`src/sv/mm4_pkg.sv`:
```
// Shared types and constants for the row-streamed 4x4 fixed-point matrix multiplier.
package mm4_pkg;

   localparam int WORD_W    = 32;
   localparam int FRAC_BITS = 16;
   localparam int NFIELD    = 4;
   localparam int PROD_W    = 2 * WORD_W;
   // Shifted products plus two bits of growth for a sum of up to four terms.
   localparam int SUM_W     = PROD_W - FRAC_BITS + 2;

   localparam logic MODE_LOAD = 1'b0;
   localparam logic MODE_MUL  = 1'b1;

   typedef logic signed [WORD_W-1:0] word_type;

   localparam word_type SAT_MAX = 32'h7FFF_FFFF;
   localparam word_type SAT_MIN = 32'h8000_0000;

   typedef struct packed {
      logic       mode;
      logic [1:0] row_index;
      word_type   elem_0;
      word_type   elem_1;
      word_type   elem_2;
      word_type   elem_3;
   } req_type;

   typedef struct packed {
      logic [1:0] out_row;
      word_type   prod_0;
      word_type   prod_1;
      word_type   prod_2;
      word_type   prod_3;
      logic       overflow;
   } rsp_type;

   typedef struct packed {
      logic s1_en;
      logic s2_en;
   } pipe_ctl_type;

endpackage

```
`src/sv/mm4_merge.sv`:
```
// Merge stage: saturates the column sums, collects the overflow flag and holds the result beat.
module mm4_merge #(
   parameter int N = 4
) (
   input  logic                                 clock,
   input  logic                                 en,
   input  logic [1:0]                           row_in,
   input  logic [N-1:0][mm4_pkg::SUM_W-1:0]     sums_in,
   output mm4_pkg::rsp_type                     rsp_out
);

   mm4_pkg::word_type   res [mm4_pkg::NFIELD];
   logic [mm4_pkg::NFIELD-1:0] sat;
   mm4_pkg::rsp_type    rsp_in;
   mm4_pkg::rsp_type    rsp_ff;

   for (genvar c = 0; c < mm4_pkg::NFIELD; c++) begin : g_col
      if (c < N) begin : g_live
         logic [mm4_pkg::SUM_W-1:0]          s;
         logic [mm4_pkg::SUM_W-mm4_pkg::WORD_W:0] hi;
         logic fits;
         assign s    = sums_in[c];
         assign hi   = s[mm4_pkg::SUM_W-1:mm4_pkg::WORD_W-1];
         // The sum fits when every bit from the word's sign bit upward agrees.
         assign fits = (&hi) | ~(|hi);
         assign res[c] = fits ? mm4_pkg::word_type'(s[mm4_pkg::WORD_W-1:0])
                              : (s[mm4_pkg::SUM_W-1] ? mm4_pkg::SAT_MIN : mm4_pkg::SAT_MAX);
         assign sat[c] = ~fits;
      end else begin : g_dead
         assign res[c] = '0;
         assign sat[c] = 1'b0;
      end
   end

   always_comb begin
      rsp_in          = '0;
      rsp_in.out_row  = row_in;
      rsp_in.prod_0   = res[0];
      rsp_in.prod_1   = res[1];
      rsp_in.prod_2   = res[2];
      rsp_in.prod_3   = res[3];
      rsp_in.overflow = |sat;
   end

   always_ff @(posedge clock) begin
      if (en) begin
         rsp_ff <= rsp_in;
      end
   end

   assign rsp_out = rsp_ff;

endmodule

```
`config.mk`:
```
export PLATFORM = sky130hd
export DESIGN_NAME = mm4_merge
export DESIGN_NICKNAME = d
export VERILOG_FILES = /design/src/sv/mm4_pkg.sv /design/src/sv/mm4_merge.sv
export SDC_FILE = /design/constraint.sdc
export NUM_CORES = 1
export LEC_CHECK = 0
export CAP_MARGIN = 20
export CORE_MARGIN = 1
export CORE_UTILIZATION = 30
export DETAILED_ROUTE_END_ITERATION = 16
export DONT_BUFFER_PORTS = 1
export SLEW_MARGIN = 5
export SYNTH_ARGS = -nofsm -noshare
export SYNTH_HDL_FRONTEND = slang
export SYNTH_SLANG_ARGS = --single-unit
```
`constraint.sdc`:
```
create_clock -name clock -period 3.6 [get_ports clock]
set_clock_uncertainty 0.2 [all_clocks]
set_input_delay 0 -clock clock [delete_from_list [all_inputs] [get_ports clock]]
set_output_delay 0 -clock clock [all_outputs]
set_load 0.02 [all_outputs]
```
==> out/qor.csv, run 1 <==
stage,metric,value,unit
die,num_rows,49,
run_status,status,aborted with a tool error,
run_status,error_line,[ERROR RSZ-0060] Max buffer count reached.,
placed_design,placed_cells,549,
clocking,clk_path_buf_depth,2,
yosys,synth_fp_nets,548,
yosys,synth-async-reset-ratio,0,%
yosys,syn_area_per_cell,16.48,um^2
clocking,clockRootBuffer,clkbuf_16,
die,die_y,139.5,um
placed_design,finalWeightedCongestion,0.8168,
die,die_width,139.5,um
yosys,yosysWarnings,0,
yosys,yosysMostFrequentCell,edfxtp_1,
yosys,yosysTopAreaCellShare,69.37,%
clocking,h-tree-depth,4,
yosys,synth_flop_cell,edfxtp_1,
clocking,cts_sinks,131,
yosys,synth_top_cell_by_area,edfxtp_1,
die,io_pins,335,
yosys,netlist_area,0.005670,mm^2
clocking,cts_resized,0,
yosys,synth_edf_count,131,
yosys,ys_top_cells_by_count,"edfxtp_1 (131), a21o_2 (85), a21o_1 (39), nand4_1 (21), buf_6 (18)",
die,start_util,31.04,%
placed_design,dp_hpwl,9.060,mm
yosys,synth_area_leaders,"edfxtp_1 (69%), a21o_2 (13%), a21o_1 (5.2%)",
placed_design,portBuffers,0,
clocking,cts_post_setup_buffers_inserted,0,
run_status,stop_stage,4_1_cts,
placed_design,dpl_cell_area,0.005772,mm^2
yosys,ys_ff_latch,131,
yosys,synthCells,344,
clocking,hold_buffers,117,
yosys,yosysUniqueCellTypes,16,
yosys,yosysSeqAreaShare,69.37,%
clocking,cts-buffers-inserted,17,
per-stage QoR:
| stage | worst slack (ns) | hold slack [ns] |
|---|---|---|
| 2_1_floorplan | 2.102 | -0.1011 |
| 3_3_place_gp | 1.639 | -0.1011 |
| 3_5_place_dp | 1.509 | -0.1011 |
logic make-up after synthesis:
logic type / Yosys count / synth area share [%]
simple gates: 53 / 5.936
buf+inv: 28 / 4.832
flops: 131 / 69.37
compound gates: 132 / 19.86
==> run 2, diff against run 1 <==
--- a/config.mk
+++ b/config.mk
@@ -7,9 +7,10 @@
 export LEC_CHECK = 0
 export CAP_MARGIN = 20
 export CORE_MARGIN = 1
-export CORE_UTILIZATION = 30
+export CORE_UTILIZATION = 20
 export DETAILED_ROUTE_END_ITERATION = 16
 export DONT_BUFFER_PORTS = 1
+export PLACE_DENSITY_LB_ADDON = 0.15
 export SLEW_MARGIN = 5
 export SYNTH_ARGS = -nofsm -noshare
 export SYNTH_HDL_FRONTEND = slang
==> run 2 against run 1 <==
Compared with the run above:
- the flow now finishes without violations
- area after synthesis stayed put
- synthesized cell count stayed put
==> out/qor.csv, run 2 <==
stage,metric,value,unit,change
run_status,status,"finished, final reports clean",,was aborted with a tool error
die,die-area,0.02903,mm^2,
yosys,synthCells,344,,unchanged
worst_setup_path,critPathCaptureType,flip-flop,,
final_layout,n_antenna_cell,0,,
yosys,yosysSeqAreaShare,69.37,%,unchanged
yosys,synth_fp_nets,548,,unchanged
final_layout,seq_area,0.003934,mm^2,
yosys,ys_top_cells_by_count,"edfxtp_1 (131), a21o_2 (85), a21o_1 (39), nand4_1 (21), buf_6 (18)",,unchanged
global_route,grt_max_degree,132,,
placed_design,dp_hpwl,9.787,mm,was 9.060 mm
power_and_ir_drop,p_comb_share,6.7,%,
final_layout,final_cell_mix,"dlygate4sd3_1 (134), edfxtp_1 (131), a21o_2 (85)",,
worst_setup_path,worstPathArrival,2.15,ns,
sta,period_needed,2.075,ns,
clocking,cts_sinks,131,,unchanged
yosys,syn_area_per_cell,16.48,um^2,unchanged
die,coreArea,0.02786,mm^2,
clocking,clk_path_buf_depth,2,,unchanged
die,io_pins,335,,unchanged
power_and_ir_drop,p_clk_share,41.7,%,
yosys,synth_compound_area_share,19.86,%,unchanged
placed_design,placed_cells,698,,was 549
worst_setup_path,critPathSlowestCell,a31o_2,,
yosys,synth_area_leaders,"edfxtp_1 (69%), a21o_2 (13%), a21o_1 (5.2%)",,unchanged
sta,worst_slack,1.525,ns,
yosys,yosysWarnings,0,,unchanged
final_layout,fin_area,0.007863,mm^2,
die,num_rows,61,,was 49
final_layout,multi_input_area,0.001514,mm^2,
yosys,synth_flop_cell,edfxtp_1,,unchanged
final_layout,largest_reg_flops,131,,
clocking,cts_post_setup_buffers_inserted,0,,unchanged
yosys,yosysMostFrequentCell,edfxtp_1,,unchanged
sta,slew_headroom,48.18,%,
worst_setup_path,start_kind,input port,,
worst_setup_path,required,3.67,ns,
routing,dr.pass1.iters,4,,
final_layout,nNetsFinal,678,,
clocking,hold_buffers,135,,was 117
power_and_ir_drop,p_sw,1.004,mW,
sta,tightest_slew,0.7773,ns,
die,die_y,170.4,um,was 139.5 um
placed_design,finalWeightedCongestion,0.7467,,was 0.8168
yosys,yosys.area_share.simple,5.936,%,unchanged
placed_design,dpl_cell_area,0.005951,mm^2,was 0.005772 mm^2
power_and_ir_drop,switching_share,25.50,%,
worst_hold_path,hp-class,in2reg,,
clocking,cts_tree,yes,,
global_route,antenna_found_initial,0,,
final_layout,fillers,2814,,
sta,setup_tns,0,ns,
routing,via_count,3669,,
worst_setup_path,crit_chain,"nor4_1, nand4_1, nor4_2, a31o_2, a21o_2, dlygate4sd3_1",,
yosys,synth_edf_count,131,,unchanged
die,die_width,170.4,um,was 139.5 um
clocking,cts_resized,0,,unchanged
yosys,ys_ff_latch,131,,unchanged
final_layout,postLayoutCoreUtil,28.22,%,
final_layout,layout-drive-gt1-share,26.69,%,
die,start_util,20.35,%,was 31.04%
power_and_ir_drop,power.total,3.935,mW,
yosys,yosysTopAreaCellShare,69.37,%,unchanged
power_and_ir_drop,cellLeakagePower,2.999,nW,
placed_design,dp_slack,1.449,ns,was 1.509 ns
global_route,grt_first_pass_wirelength,22.33,mm,
sta,slew_violations,0,,
yosys,synthAdderAreaFrac,0,%,unchanged
worst_setup_path,critPathTopFamily,compound AO/OA/AOI/OAI gates,,
yosys,yosys.area_share.xor_xnor,0,%,unchanged
final_layout,final_common_cell,dlygate4sd3_1,,
sta,fin_crit_sh,57.64,%,
yosys,synth_top_family_by_area,compound AO/OA/AOI/OAI gates,,unchanged
global_route,overflow,0,,
routing,via_per_inst,4.242,,
power_and_ir_drop,p_per_area,500.5,mW/mm^2,
routing,drc,0,,
power_and_ir_drop,seq_power_share,51.6,%,
global_route,grt_pass1_vias,3856,,
worst_setup_path,crit_buf_inv,1,,
placed_design,portBuffers,0,,unchanged
flow_run,cap_violations,0,,
sta,hold_slack,0.02708,ns,
yosys,synth-async-reset-ratio,0,%,unchanged
yosys,synth_top_cell_by_area,edfxtp_1,,unchanged
yosys,synth_mux_area_share,0,%,unchanged
final_layout,areaGrowthSynthToFinish,38.66,%,
final_layout,final_cells,865,,
global_route,grt_util_all_layers,10.26,%,
yosys,netlist_area,0.005670,mm^2,unchanged
routing,drt_iter0_markers,176,,
routing,avgRoutedWirePerCell,17.83,um,
worst_setup_path,crit_fanout,32,,
sta,rsz0062_at_grt,no,,
clocking,clockRootBuffer,clkbuf_16,,unchanged
worst_setup_path,worstSetupPathType,in2reg,,
clocking,h-tree-depth,4,,unchanged
power_and_ir_drop,p_int,2.931,mW,
yosys,yosysUniqueCellTypes,16,,unchanged
sta,hold_viol_final,0,,
routing,ant_nets,0,,
sta,final-setup-viol-count,0,,
power_and_ir_drop,ir_drop,0.2558,mV,
sta,fmax,0.4820,GHz,
worst_setup_path,slowest_delay,0.63,ns,
routing,totalWireLength,15.42,mm,
clocking,cts-buffers-inserted,17,,unchanged
clocking,clk_pin_slew,0.06,ns,
[run 2: cell counts after synthesis]
No cell type changed its count.
[run 2: final timing paths]
| check | start | endpoint | cells past startpoint |
|---|---|---|---|
| max | sums_in[142] | rsp_out[56] | 6 |
| min | row_in[1] | rsp_out[130] | 1 |
[run 2: area by class of cell]
cell class,instances,share of cell area (%)
clock buffer,18,5.458
clock inverter,14,1.448
multi-input combinational,185,19.26
sequential,131,50.03
tap,378,6.015
timing repair buffer,139,17.79
[run 2: kinds of logic after synthesis]
kind of cell / Yosys count
compound gates: 132
buf+inv: 28
flops: 131
simple gates: 53
[run 2: metal layers]
layer	share of wire, %	GRT usage, %	routed length [um]
met1	39	10.91	5962
met4	1.6	4.074	242
met3	8.9	4.791	1371
met2	51	17.52	7845
met5	0	0	0
[run 2: power by group through the flow]
stage	Combinational, mW	Sequential [mW]	Clock (mW)
global placement	0.104	2.07	0
detailed placement	0.110	2.06	0
floorplan	0.0991	2.03	0
global route	0.288	2.05	1.76
CTS	0.267	2.03	1.71
finish	0.264	2.03	1.64
(Power assumes the default switching activity.)
